[config.mk]
export PLATFORM = sky130hd
export DESIGN_NAME = tlg_row_cell
export DESIGN_NICKNAME = d
export VERILOG_FILES = /design/src/sv/tlg_pkg.sv /design/src/sv/tlg_row_cell.sv
export SDC_FILE = /design/constraint.sdc
export NUM_CORES = 1
export LEC_CHECK = 0
export BUFFER_PORTS_ARGS = -buffer_cell sky130_fd_sc_hd__buf_2
export CORE_MARGIN = 4
export CORE_UTILIZATION = 50
export CTS_CLUSTER_SIZE = 20
export DETAILED_ROUTE_END_ITERATION = 12
export GPL_TIMING_DRIVEN = 0
export PLACE_DENSITY = 0.85
export SLEW_MARGIN = 30
export SYNTH_ARGS = -nofsm -noshare
export SYNTH_HDL_FRONTEND = slang
export SYNTH_SLANG_ARGS = --single-unit
[constraint.sdc]
create_clock -name clock -period 2.1 [get_ports clock]
set_input_delay 0.525 -clock clock [delete_from_list [all_inputs] [get_ports clock]]
set_output_delay 0.525 -clock clock [all_outputs]
set_load 0.005 [all_outputs]
[src/sv/tlg_pkg.sv]
package tlg_pkg;

   localparam int MAX_ROWS = 32;
   localparam int MAX_COLS = 64;
   localparam int ROW_W = $clog2(MAX_ROWS);
   localparam int COL_W = $clog2(MAX_COLS);
   localparam int ROWS_USED_W = 6;
   localparam int COLS_USED_W = 7;
   localparam int CSR_DATA_W = 7;
   localparam int NBR_W = 4;

   localparam logic [NBR_W-1:0] BIRTH_COUNT = 4'd3;
   localparam logic [NBR_W-1:0] KEEP_LOW = 4'd2;

   localparam logic [1:0] CMD_WRITE = 2'd0;
   localparam logic [1:0] CMD_READ = 2'd1;
   localparam logic [1:0] CMD_STEP = 2'd2;

   localparam logic CSR_ROWS_USED = 1'b0;
   localparam logic CSR_COLS_USED = 1'b1;

   localparam logic [ROWS_USED_W-1:0] ROWS_USED_RESET = 6'd20;
   localparam logic [COLS_USED_W-1:0] COLS_USED_RESET = 7'd40;

   typedef logic [MAX_COLS-1:0] row_type;

   typedef struct packed {
      logic [1:0]       command;
      logic [ROW_W-1:0] row;
      logic [COL_W-1:0] col;
      logic             alive_in;
   } req_type;

   typedef struct packed {
      logic       cell_alive;
      logic [1:0] done_kind;
   } rsp_type;

   typedef struct packed {
      logic             shift;
      logic             wr_en;
      logic [COL_W-1:0] wr_col;
      logic             wr_bit;
   } cell_ctl_type;

endpackage

[src/sv/tlg_row_cell.sv]
module tlg_row_cell
   import tlg_pkg::*;
(
   input  logic         clock,
   input  logic         reset,
   input  cell_ctl_type ctl,
   input  row_type      shift_row,
   output row_type      row_out
);

   row_type row_ff;
   row_type row_in;

   always_comb begin
      row_in = row_ff;
      if (ctl.shift) begin
         row_in = shift_row;
      end else if (ctl.wr_en) begin
         row_in[ctl.wr_col] = ctl.wr_bit;
      end
   end

   always_ff @(posedge clock) begin
      if (reset) begin
         row_ff <= '0;
      end else begin
         row_ff <= row_in;
      end
   end

   assign row_out = row_ff;

endmodule

# Yosys cells after proc, flatten, opt, wreduce, memory -nomap -nowiden
# Cells that the tools add are included.
dict set report classes {
  n_lt_le_gt_ge 2
  muxes 5
  n_reduce_logical 2
}
# operator count
set op_table {}
lappend op_table {{$mux W64} 2}
lappend op_table {{$bwmux W64} 1}
lappend op_table {{$lt A6 B7 Y1 const B} 1}
lappend op_table {{$demux W1 S6} 1}
lappend op_table {{$ge A6 B1 Y1 const B} 1}
lappend op_table {{$reduce_bool A2 Y1} 1}
lappend op_table {{$logic_and A1 B1 Y1} 1}
lappend op_table {{$mux W1} 1}
dict set report word_totals {
  ff_bits 64
  in_bits 75
  out_inout_bits 64
  elab_cells 10
}

# Longest topological paths before layout
dict set report logic_depth {
  word_depth 7
  mapped_depth 6
  depth_no_buf 3
}

# Worst setup path before layout
# No wires, ideal clock.
dict set report synth_path {
  path_type {input -> register}
  from {in ctl[6] (netlist bit)}
  to {reg row_ff[3] (netlist: row_out[3])}
  setup_time_ns 0.115
  arrival_time_ns 1.578
  required_ns 1.985
  path_slack_ns 0.406
  cell_stages 6
  n_path_buf 3
  cell_sequence {buf_4 buf_2 nor2_1 buf_2 nand3_1 and3_1}
}
dict set report synth_via {
  elab_chain_len 7
  word_cells_on_any_way 8
  cone_classes {order compare (2); mux (5); reduce/logical (1)}
}
# element line
set synth_rtl {}
lappend synth_rtl {{start, declared} tlg_row_cell.sv:6} ;# input cell_ctl_type ctl,
lappend synth_rtl {{$lt A6 B7 Y1 (implied by the code) / $ge A6 B1 Y1 (equally long branches)} tlg_row_cell.sv:19} ;# row_in[ctl.wr_col] = ctl.wr_bit;
lappend synth_rtl {{$logic_and A1 B1 Y1 (implied by the code)} tlg_row_cell.sv:19}
lappend synth_rtl {{$mux W1 (implied by the code)} tlg_row_cell.sv:19}
lappend synth_rtl {{$demux W1 S6 (*)} tlg_row_cell.sv:19}
lappend synth_rtl {{$bwmux W64 (*)} tlg_row_cell.sv:19}
lappend synth_rtl {{$mux W64 (*)} tlg_row_cell.sv:18} ;# end else if (ctl.wr_en) begin
lappend synth_rtl {{$mux W64 (*)} tlg_row_cell.sv:16} ;# if (ctl.shift) begin
lappend synth_rtl {{end signal, assigned} tlg_row_cell.sv:27} ;# row_ff <= row_in;
lappend synth_rtl {{end, declared} tlg_row_cell.sv:11} ;# row_type row_ff;
# Every way passes the cells marked *; elsewhere a longest branch is shown, timed or not. The select of a mux whose other input is x is not followed.
# A chain may end at the register's enable or synchronous reset.

# Worst setup path in the final report
dict set report layout_path {
  from {in ctl[8] (netlist bit)}
  to {reg row_ff[58] (netlist: row_out[58])}
}
dict set report layout_via {
  elab_chain_len 1
  word_cells_on_any_way 2
  cone_classes {mux (1); reduce/logical (1)}
}
# element
set layout_rtl {}
lappend layout_rtl {{$mux W64 / $reduce_bool A2 Y1 (equally long branches)}}
# Several ways; a longest one is shown, not always the timed one.

==> metrics.csv <==
stage;metric;value;unit
run_status;status;finished clean;
clocking;Clk pin slew, worst setup/hold paths;0.07;ns
synth;synthesized flop and latch total;64;
placement;dpl cells;675;
detailed_routing;DR vias;4290;
synth;Simple-Gate Fraction of Synth Area;27.9;%
flow_run;MaxCap Viol Count;0;
setup_path;CP cell instances;buf_2 -> buf_2 -> clkbuf_1 -> buf_1 -> a221oi_1;
detailed_routing;first-pass iteration count of the detailed router;7;
setup_path;Max FO, Critical Path;10;
clocking;post-CTS sizing;0;
synth;Synth Area in XOR/XNOR;0;%
power;power per cell area;640;nW/um^2
timing;Max Slew Vio Count;0;
setup_path;WS Path Type;in2reg;
detailed_routing;final wirelength;12900;um
synth;mux cell area share after synthesis;0;%
detailed_routing;antenna viol nets, final;0;
timing;unrepaired setup endpoints after global routing;false;
clocking;total setup buffers inserted after CTS;0;
setup_path;CP top delay family;buffers and inverters;
detailed_routing;DR vias/cell;6.21;
placement;Port Buf Inserts;136;
setup_path;crit start category;input pin;
setup_path;Worst setup EP type;register;
synth;Yosys cell types;38;
setup_path;worst reg2reg path startpoint;row_out[58]$_SDFFE_PP0P_;
floorplanning;Die H;93.8;um
clocking;clk root buf;clkbuf_8;
timing;post-layout min period;1.90;ns
placement;Post-Place Worst Slack;-0.104;ns
floorplanning;chip width;93.8;um
floorplanning;IO Pins;139;
clocking;worst-skew pair later-pin latency;0.35;ns
global_routing;initial antenna violation count;0;
global_routing;first-pass GRT wire length;19500;um
synth;Synth Area in Adders;0;%
synth;Post-Synthesis Cells;440;
finish;antenna cells;0;
setup_path;Crit path largest cell delay;0.47;ns
detailed_routing;# DRC;0;
clocking;CTS tree;yes;
timing;Max Freq;526;MHz
synth;Synth Cell Area;3680;um^2
synth;complex-gate fraction of the synthesized area;27.3;%
clocking;cts hold-fix bufs;0;
synth;syn_nets;515;
clocking;Num Clock Sinks;64;
finish;final non-filler cell total;691;
floorplanning;die area;8800;um^2
global_routing;largest net degree at the start of global routing;11;
synth;Seq/Total Area, Yosys;34.8;%
setup_path;most frequent CP cell;buf_2;
timing;fin crit share;90.5;%
power;VDD IR-drop max;0.384;mV
global_routing;GRT Util Overall;28.3;%
synth;Yosys warning count;0;
detailed_routing;Iter 0 DRT Violations;401;
setup_path;Reg2Reg Setup Slack;1.12;ns
detailed_routing;drt wl/cell;18.6;um
setup_path;FF-to-FF path depth;3;
finish;Layout area overhead;26.8;%
timing;Slew HR;43.9;%
global_routing;number of global-route vias before repair;4000;
timing;final hold vios;0;
timing;Slew @ Worst Pin;0.834;ns
min_path;Hold Crit Class;in2reg;
finish;Largest register FFs;64;
setup_path;Arr. time, crit path;2.09;ns
placement;DP HPWL;9630;um
setup_path;Required @ worst endpoint;2.29;ns
clocking;H-tree depth;3;
floorplanning;Starting Density;51.0;%
setup_path;Worst path slowest cell;buf_1;
timing;clock skew;0;ns
placement;GPL Wtd Cong;0.892;
finish;Finished Core Util;64.7;%
setup_path;CP Depth;5;
setup_path;CP bufs+invs;4;
finish;Final nets;662;
clocking;CTS Buffer Depth;2;
min_path;Hold Crit Depth;3;
synth;largest family of logic cells by synthesized area;simple AND/OR/NAND/NOR gates;
floorplanning;row cnt;31;
floorplanning;core box area;7210;um^2
global_routing;gr ovfl total;0;
min_path;min-delay src;shift_row[24];
timing;final setup fails;0;
setup_path;worst setup path start;ctl[8];
synth;Avg Cell Area, Syn;8.37;um^2
finish;layout cells sized above 1;32.4;%
clocking;Num CTS Buffers;9;
finish;Filler Cells Inserted;671;
power;Lkg Pwr;2.20;nW
timing;worst setup margin;0.199;ns
-- final timing paths --
kind / end
min: row_out[24]$_SDFFE_PP0P_
max reg2reg: row_out[58]$_SDFFE_PP0P_
min reg2reg: row_out[51]$_SDFFE_PP0P_
max: row_out[58]$_SDFFE_PP0P_
-- cells in the final DEF, fill, tap and decap left out, drive strengths merged, types with 16 or more instances in the layout --
cell type,Yosys,routed
a221oi,33,33
a2bb2oi,33,33
a311oi,16,16
buf,32,168
clkbuf,21,34
dfxtp,64,64
inv,34,34
nand2b,18,18
nor2,56,56
nor2b,21,21
-- synth_stat cells --
cell	count	area share [%]
a211oi_2	1	0.34
a221oi_1	33	7.8
a2bb2oi_1	33	7.8
a311oi_1	16	3.8
a31oi_1	10	1.7
and2_1	2	0.34
and3_1	15	2.5
and4_1	1	0.24
and4b_1	3	0.82
and4bb_1	1	0.34
and4bb_2	5	1.7
buf_1	4	0.41
buf_2	25	3.4
buf_4	3	0.61
clkbuf_1	19	1.9
clkbuf_2	2	0.27
dfxtp_1	64	35
inv_1	34	3.5
nand2_1	2	0.20
nand2b_1	18	3.1
nand3_1	5	0.68
nand4_1	12	2.0
nand4b_1	4	0.95
nand4bb_1	5	1.5
nor2_1	56	5.7
nor2b_1	21	3.6
nor3_1	4	0.54
nor4_1	3	0.51
nor4b_2	2	0.82
nor4b_4	2	1.3
o21ai_0	5	0.68
o22a_1	6	1.4
o22ai_1	15	2.5
o31ai_1	4	0.82
o41ai_1	1	0.24
or3b_2	1	0.24
or4_1	1	0.20
or4b_1	2	0.54
-- cell type report --
class	count	area, um^2	area share [%]
repair buffers	136	681	14.6
plain buffers	53	244	5.22
clock buffers	13	169	3.62
inverters	34	128	2.73
flip-flops and latches	64	1280	27.4
clock inverters	3	15.0	0.321
multi-input cells	289	2030	43.5
well taps	99	124	2.65
-- through the flow --
step           total power, mW  hold slack, ns  setup TNS, ns  area [um^2]
2_1_floorplan             1.73           0.472              0         3680
3_3_place_gp              1.97           0.475         -0.545         4490
3_5_place_dp              1.99           0.483         -0.980         4490
4_1_cts                   2.97           0.427              0         4670
5_1_grt                   3.11           0.425              0         4670
6_report                  2.99           0.427              0         4670
-- cells by family after synthesis --
kind of cell,Yosys count
flip-flops,64
buffers and inverters,87
AO/OA/AOI/OAI,124
AND/OR/NAND/NOR,165
-- routing by layer --
layer	global-route usage [%]	vias up	part of all wire (%)
met5	0	-	0
met4	11.9	0	3.0
met3	7.37	57	11
met2	45.8	293	47
met1	35.3	1990	39
li1	-	1950	-
-- power by group --
group	internal (mW)	switching (mW)
Combinational	0.294	0.336
Clock	0.520	0.487
Sequential	1.30	0.0499
Total	2.12	0.873
-- worst reg2reg max path, delay by kind of cell, from the launching register on --
family / cells / cell delay [ns]
AOI/OAI and AO/OA: 2 / 0.43
and+or+nand+nor: 1 / 0.07
DFF: 1 / 0.38
No activity file was read; power rests on OpenSTA's default activity.
