==> config.mk <==
export PLATFORM = sky130hd
export DESIGN_NAME = tlg_row_rule
export DESIGN_NICKNAME = d
export VERILOG_FILES = /design/src/sv/tlg_pkg.sv /design/src/sv/tlg_row_rule.sv
export SDC_FILE = /design/constraint.sdc
export NUM_CORES = 1
export LEC_CHECK = 0
export BUFFER_PORTS_ARGS = -buffer_cell sky130_fd_sc_hd__buf_2
export CAP_MARGIN = 10
export CORE_MARGIN = 2
export CORE_UTILIZATION = 55
export DETAILED_ROUTE_END_ITERATION = 6
export GPL_TIMING_DRIVEN = 0
export PLACE_DENSITY_LB_ADDON = 0.3
export SYNTH_ARGS = -nofsm -noshare
export SYNTH_HDL_FRONTEND = slang
export SYNTH_SLANG_ARGS = --single-unit
==> constraint.sdc <==
create_clock -name vclk -period 7.71
set_input_delay 1.1565 -clock vclk [all_inputs]
set_output_delay 1.1565 -clock vclk [all_outputs]
set_load 0.03 [all_outputs]
==> src/sv/tlg_pkg.sv <==
package tlg_pkg;

   localparam int MAX_ROWS = 32;
   localparam int MAX_COLS = 64;
   localparam int ROW_W = $clog2(MAX_ROWS);
   localparam int COL_W = $clog2(MAX_COLS);
   localparam int ROWS_USED_W = 6;
   localparam int COLS_USED_W = 7;
   localparam int CSR_DATA_W = 7;
   localparam int NBR_W = 4;

   localparam logic [NBR_W-1:0] BIRTH_COUNT = 4'd3;
   localparam logic [NBR_W-1:0] KEEP_LOW = 4'd2;

   localparam logic [1:0] CMD_WRITE = 2'd0;
   localparam logic [1:0] CMD_READ = 2'd1;
   localparam logic [1:0] CMD_STEP = 2'd2;

   localparam logic CSR_ROWS_USED = 1'b0;
   localparam logic CSR_COLS_USED = 1'b1;

   localparam logic [ROWS_USED_W-1:0] ROWS_USED_RESET = 6'd20;
   localparam logic [COLS_USED_W-1:0] COLS_USED_RESET = 7'd40;

   typedef logic [MAX_COLS-1:0] row_type;

   typedef struct packed {
      logic [1:0]       command;
      logic [ROW_W-1:0] row;
      logic [COL_W-1:0] col;
      logic             alive_in;
   } req_type;

   typedef struct packed {
      logic       cell_alive;
      logic [1:0] done_kind;
   } rsp_type;

   typedef struct packed {
      logic             shift;
      logic             wr_en;
      logic [COL_W-1:0] wr_col;
      logic             wr_bit;
   } cell_ctl_type;

endpackage

==> src/sv/tlg_row_rule.sv <==
module tlg_row_rule
   import tlg_pkg::*;
(
   input  row_type                above,
   input  row_type                cur,
   input  row_type                below,
   input  logic [COLS_USED_W-1:0] cols_n,
   output row_type                next_row
);

   logic [COL_W-1:0] last_col;
   logic [COL_W-1:0] lf;
   logic [COL_W-1:0] rt;
   logic [NBR_W-1:0] n;

   assign last_col = COL_W'(cols_n - COLS_USED_W'(1));

   always_comb begin
      next_row = cur;
      for (int c = 0; c < MAX_COLS; c++) begin
         lf = (c == 0) ? last_col : COL_W'(c - 1);
         rt = (COL_W'(c) == last_col) ? '0 : COL_W'(c + 1);
         n = NBR_W'(above[lf]) + NBR_W'(above[c]) + NBR_W'(above[rt])
           + NBR_W'(cur[lf]) + NBR_W'(cur[rt])
           + NBR_W'(below[lf]) + NBR_W'(below[c]) + NBR_W'(below[rt]);
         if (COLS_USED_W'(c) < cols_n) begin
            if (cur[c]) begin
               next_row[c] = (n == KEEP_LOW) || (n == BIRTH_COUNT);
            end else begin
               next_row[c] = (n == BIRTH_COUNT);
            end
         end
      end
   end

endmodule
## Word-level counts from Yosys, hierarchy flattened

Index checks and enable logic that the tools add are counted.

| storage, ports and cells | value |
|---|---|
| bits in registers | 0 |
| input port bits | 199 |
| output and inout port bits | 64 |
| word-level logic and storage cells | 1407 |

| cells by class | value |
|---|---|
| add/subtract/negate cells | 449 |
| $lt $le $gt $ge | 128 |
| eq/ne operators | 190 |
| muxes and demuxes | 575 |
| reduce and logical (&&, ||, !) cells | 65 |

Operators by type and width:

| kind | number |
|---|---|
| 1-bit binary-select mux with 6-bit select | 192 |
| 4-bit by 1-bit adder with 4-bit output | 256 |
| 4-bit by 2-bit equality test with 1-bit output (second input constant) | 128 |
| 1-bit 2-to-1 mux | 321 |
| 3-bit by 1-bit adder with 4-bit output | 64 |
| 6-bit by 7-bit less-than comparator with 1-bit output (second input constant) | 33 |
| 6-bit by 7-bit less-than comparator with 1-bit output (first input constant) | 32 |
| 2-bit by 1-bit adder with 3-bit output | 64 |
| 6-bit 2-to-1 mux | 32 |
| 6-bit equality test (first input constant) | 31 |
| 1-bit by 1-bit adder with 2-bit output | 64 |
| 5-bit by 7-bit less-than comparator with 1-bit output (first input constant) | 16 |
| 5-bit by 7-bit less-than comparator with 1-bit output (second input constant) | 16 |
| 5-bit by 6-bit equality test with 1-bit output (first input constant) | 16 |
| 5-bit 2-to-1 mux | 16 |
| 1-bit logical OR | 64 |
| 4-bit by 7-bit less-than comparator with 1-bit output (first input constant) | 8 |
| 4-bit by 7-bit less-than comparator with 1-bit output (second input constant) | 8 |
| 4-bit by 6-bit equality test with 1-bit output (first input constant) | 8 |
| 4-bit 2-to-1 mux | 8 |
| 3-bit by 7-bit less-than comparator with 1-bit output (first input constant) | 4 |
| 3-bit by 7-bit less-than comparator with 1-bit output (second input constant) | 4 |
| 3-bit by 6-bit equality test with 1-bit output (first input constant) | 4 |
| 1-bit by 7-bit less-than comparator with 1-bit output (first input constant) | 2 |
| 9 further kinds | 16 |

## Longest topological paths before layout

| logic depth | value |
|---|---|
| depth after elaboration | 15 |
| mapped depth | 23 |
| gate-level depth less buffers | 19 |

## Least setup slack after synthesis

No wires, ideal clock.

| timing | value |
|---|---|
| kind | input port to output port |
| start point | in cols_n[0] |
| end point | out next_row[0] |
| data arrival time | 6.518 ns |
| required time | 6.554 ns |
| setup slack | 0.035 ns |
| cell stages on the path | 20 |
| buffers on the path | 6 |
| path through | buf_4 -> buf_2 -> clkbuf_1 -> inv_1 -> ha_1 -> buf_2 -> buf_2 -> clkbuf_1 -> mux4_2 -> a22oi_1 -> a31oi_1 -> nor4_1 -> fa_1 -> fa_1 -> inv_1 -> ha_1 -> fa_1 -> o21ai_0 -> nand2_1 -> a21oi_1 |

| on the way | value |
|---|---|
| longest elaborated chain between the ends | 15 |
| elaborated cells between the ends (all ways) | 28 |
| those cells by class | add/sub: 8; order compare: 1; eq/ne: 2; mux: 15; reduce/logical: 2 |

RTL lines:

| element | line | RTL |
|---|---|---|
| start: declaration | tlg_row_rule.sv:7 | `input logic [COLS_USED_W-1:0] cols_n,` |
| 6-bit by 1-bit subtractor with 6-bit output | tlg_row_rule.sv:16 | `assign last_col = COL_W'(cols_n - COLS_USED_W'(1));` |
| 6-bit zero test | tlg_row_rule.sv:22 | `rt = (COL_W'(c) == last_col) ? '0 : COL_W'(c + 1);` |
| 1-bit 2-to-1 mux | tlg_row_rule.sv:22 |  |
| 1-bit binary-select mux with 6-bit select | tlg_row_rule.sv:23 | `n = NBR_W'(above[lf]) + NBR_W'(above[c]) + NBR_W'(above[rt])` |
| 1-bit 2-to-1 mux (implied by the code) | tlg_row_rule.sv:23 |  |
| 2-bit by 1-bit adder with 3-bit output | tlg_row_rule.sv:23 |  |
| 3-bit by 1-bit adder with 4-bit output | tlg_row_rule.sv:24 | `+ NBR_W'(cur[lf]) + NBR_W'(cur[rt])` |
| 4-bit by 1-bit adder with 4-bit output | tlg_row_rule.sv:24 |  |
| 4-bit by 1-bit adder with 4-bit output (3 in a row) | tlg_row_rule.sv:25 | `+ NBR_W'(below[lf]) + NBR_W'(below[c]) + NBR_W'(below[rt]);` |
| 4-bit by 2-bit equality test with 1-bit output, on equally long branches | tlg_row_rule.sv:28, tlg_row_rule.sv:30 |  |
| 1-bit logical OR | tlg_row_rule.sv:28 | `next_row[c] = (n == KEEP_LOW) \|\| (n == BIRTH_COUNT);` |
| 1-bit 2-to-1 mux | tlg_row_rule.sv:27 | `if (cur[c]) begin` |
| 1-bit 2-to-1 mux * | tlg_row_rule.sv:26 | `if (COLS_USED_W'(c) < cols_n) begin` |
| end: declaration | tlg_row_rule.sv:8 | `output row_type next_row` |

Mark *: on every way between the ends. The rest lies on a longest branch, timed or not. The select of a mux whose other input is x is not followed.

## Final worst setup path

Ends and elaborated chain as after synthesis.

==> parameters.txt <==
Parameter                              Value

Worst setup path
  Startpoint type of the worst setup path    input pin
  Data arrival time of the critical path    roughly 6.5 ns
  Worst setup path class    in2out
  Required time worst endpoint    6.55 ns
  Sort of element at the end of the critical path    output pin
  Crit path max fanout    10

Detailed routing
  Detailed-router iteration count before antenna repair    5
  Detail-routed net length per standard cell    around 22 um
  Remaining DRCs    0
  Number of nets with antenna violations after detailed routing    0
  Post-detailed-route via-to-cell ratio    approximately 6.3
  Total vias in the final route    approximately 14000
  Violation count after the first detailed-routing iteration    approximately 1300
  Final Routed Wirelength    ~49000 um

Final layout
  Total area of sequential cells    0 um2
  Layout filler cell count    ~2300
  Area Overhead vs Synth    13.27%
  Fraction of final layout cells with drive strength greater than 1    a little under a quarter
  Post-layout util    a little over three fifths
  Final Instance Area    0.01691 mm2
  CLK BUF    0
  Final #Nets    about 2500
  Sequential cell count    0

Power and ir drop
  Sequential share of power    0%
  Combinational share of power    between 90% and 100%
  Switching Fraction    between 60 and 70%
  Power density normalized to cell area    between 100 and 150 mW/mm2
  Share of power burned in the clock network    0%
  Power spent charging and discharging nets    1.388 mW
  Peak supply drop    ~0.11 mV
  Leak pwr    between 8 and 9 nW
  Total internal power    around 0.9 mW

Timing
  Part of the cycle the worst path needs    a little under 100%
  Total negative slack    0 ns
  Endpoints failing hold    0
  Min Clock Period, post-route    about 7.6 ns
  Final Worst Setup Slack    around 0.067 ns
  Transition time at the pin with the least slew margin    about 1.4 ns
  Setup repair after global routing missed its margin    yes
  Achievable frequency    130.8 MHz
  Tightest slew margin relative to the limit    8.594%
  Max-slew violation count    0
  Number of setup violations in the final report    0

Global routing
  Global-route wire length before repair    around 77000 um
  Number of global-route vias before repair    around 14000
  Leftover overflow at the end of global routing    0
  Largest net degree at the start of global routing    11
  Number of antenna violations at the first check in global routing    6
  Combined global-route utilization of all metal layers    34.71%

Synthesis
  Netlist area before placement    around 0.015 mm2
  Netlist cell types    49
  Number of warning messages in the yosys log    0
  Synth top area cells    sky130_fd_sc_hd__fa_1 34%, sky130_fd_sc_hd__ha_1 17%, sky130_fd_sc_hd__mux2i_1 8.6%
  Library cell occupying the most area in the post-synthesis netlist    sky130_fd_sc_hd__fa_1
  Cell with the most instances after synthesis    sky130_fd_sc_hd__fa_1
  Portion of the post-synthesis area used by sequential elements    0%
  Ranking of synthesized cells by instance count    256 x sky130_fd_sc_hd__fa_1, 203 x sky130_fd_sc_hd__inv_1, 198 x sky130_fd_sc_hd__a21oi_1
  Average cell area after synthesis    about 9.4 um2
  Cells after Synth    ~1600
  Share of the synthesized area in the top cell type    between 30% and 40%
  Number of nets produced by synthesis    2244

Hold path
  Hold WC Path Type    in2out

Floorplanning
  Row Count    60
  Width of the die    between 150 and 200 um
  I/O pin cnt    about 260
  CORE AREA    0.02680 mm2
  Die Span Y    around 170 um
  Area of the die    approximately 0.028 mm2
  Initial core utilization    roughly 56%

Place
  # port buffers    about 260
  HPWL reported at the end of detailed placement    around 41000 um
  Final estimated routing congestion in global placement    between 0.9 and 1
  Worst setup timing slack at the placement stage    -1.869 ns
  Total cell area at the placement stage    approximately 0.017 mm2

Flow run
  Number of max-capacitance violations reported    0

Run status
  Status    finished, final reports clean
==> critical path: stages <==
cell and delay, ns:
sky130_fd_sc_hd__buf_2 0.15, sky130_fd_sc_hd__buf_12 0.20, sky130_fd_sc_hd__buf_12 0.19, sky130_fd_sc_hd__buf_8 0.17
sky130_fd_sc_hd__inv_1 0.09, sky130_fd_sc_hd__ha_1 0.19, sky130_fd_sc_hd__buf_2 0.19, sky130_fd_sc_hd__and2_1 0.20
sky130_fd_sc_hd__a21oi_4 0.19, sky130_fd_sc_hd__o32ai_4 0.16, sky130_fd_sc_hd__and2_1 0.23, sky130_fd_sc_hd__nand2_2 0.13
sky130_fd_sc_hd__mux2_2 0.36, sky130_fd_sc_hd__fa_1 0.48, sky130_fd_sc_hd__inv_1 0.06, sky130_fd_sc_hd__fa_1 0.51
sky130_fd_sc_hd__fa_1 0.55, sky130_fd_sc_hd__inv_1 0.04, sky130_fd_sc_hd__ha_1 0.21, sky130_fd_sc_hd__fa_1 0.39
sky130_fd_sc_hd__o21ai_1 0.15, sky130_fd_sc_hd__nand2_1 0.08, sky130_fd_sc_hd__a21oi_2 0.20, sky130_fd_sc_hd__buf_4 0.19
==> cells by family after synthesis <==
family / after synthesis / share of synthesized area (%)
multiplexers: 237 / 20.43
adder cells (fa/ha/maj): 453 / 50.85
XOR/XNOR: 2 / 0.1174
AND/OR/NAND/NOR: 309 / 9.665
AO/OA/AOI/OAI: 331 / 12.25
buffers and inverters: 260 / 6.689
==> metrics by stage <==
| step | hold WS [ns] | cells | total power [mW] |
|---|---|---|---|
| 2_1_floorplan | 2.530 | 1592 | 1.598 |
| 3_5_place_dp | 2.765 | 2196 | 2.241 |
| 4_1_cts | 2.767 | 2196 | 2.264 |
| 3_3_place_gp | 2.760 | 2195 | 2.124 |
| 6_report | 2.768 | 2201 | 2.289 |
| 5_1_grt | 2.781 | 2201 | 2.590 |
==> per-layer routing <==
| layer | part of all wire (%) | GRT usage [%] |
|---|---|---|
| met1 | 38 | 45.67 |
| met2 | 45 | 55.97 |
| met3 | 11 | 7.692 |
| met4 | 5.1 | 14.02 |
| met5 | 0.073 | 0 |
==> layout by cell type, fill, tap and decap left out, drive strengths merged, types with 3 or more instances in the layout <==
cell      n
o21bai    8
and2      6
o21ai    72
buf     285
mux2     61
a22oi    13
nor2     46
mux2i   128
ha      197
fa      256
or3       3
inv     203
and3      3
nand2   147
clkbuf   36
nand2b   17
a31oi    26
nor3      7
nand3    69
a21oi   200
a21o      4
or2       6
diode     3
mux4     48
==> power by group through the flow <==
| stage | combinational (mW) | sequential [mW] | clock (mW) |
|---|---|---|---|
| global route | 2.59 | 0 | 0.0000000520 |
| floorplan | 1.60 | 0 | 0 |
| global placement | 2.12 | 0 | 0 |
| detailed placement | 2.24 | 0 | 0 |
| CTS | 2.26 | 0 | 0 |
| finish | 2.29 | 0 | 0.0000000521 |
==> repair_timing <==
action                                  in CTS  in global routing
gates resized for setup                     32                 24
buffers inserted                             0                  3
hold buffers                                 0                  0
pin swaps                                    0                  1
endpoints found under the setup margin      63                 22
==> area by class of cell <==
type / count / area [um2] / share of cell area [%]
antenna: 3 / 7.507 / 0.04440
buffer: 55 / 317.8 / 1.880
inverter: 204 / 765.7 / 4.529
multi-input combinational: 1332 / 14040 / 83.05
tap: 341 / 426.7 / 2.523
timing repair buffer: 266 / 1348 / 7.970
==> worst paths after layout <==
check | start | endpoint | slack, ns | depth (start not counted)
hold / removal | cur[53] | next_row[53] | 2.77 | 4
setup / recovery | cols_n[0] | next_row[0] | 0.07 | 24
(Power assumes the default switching activity.)
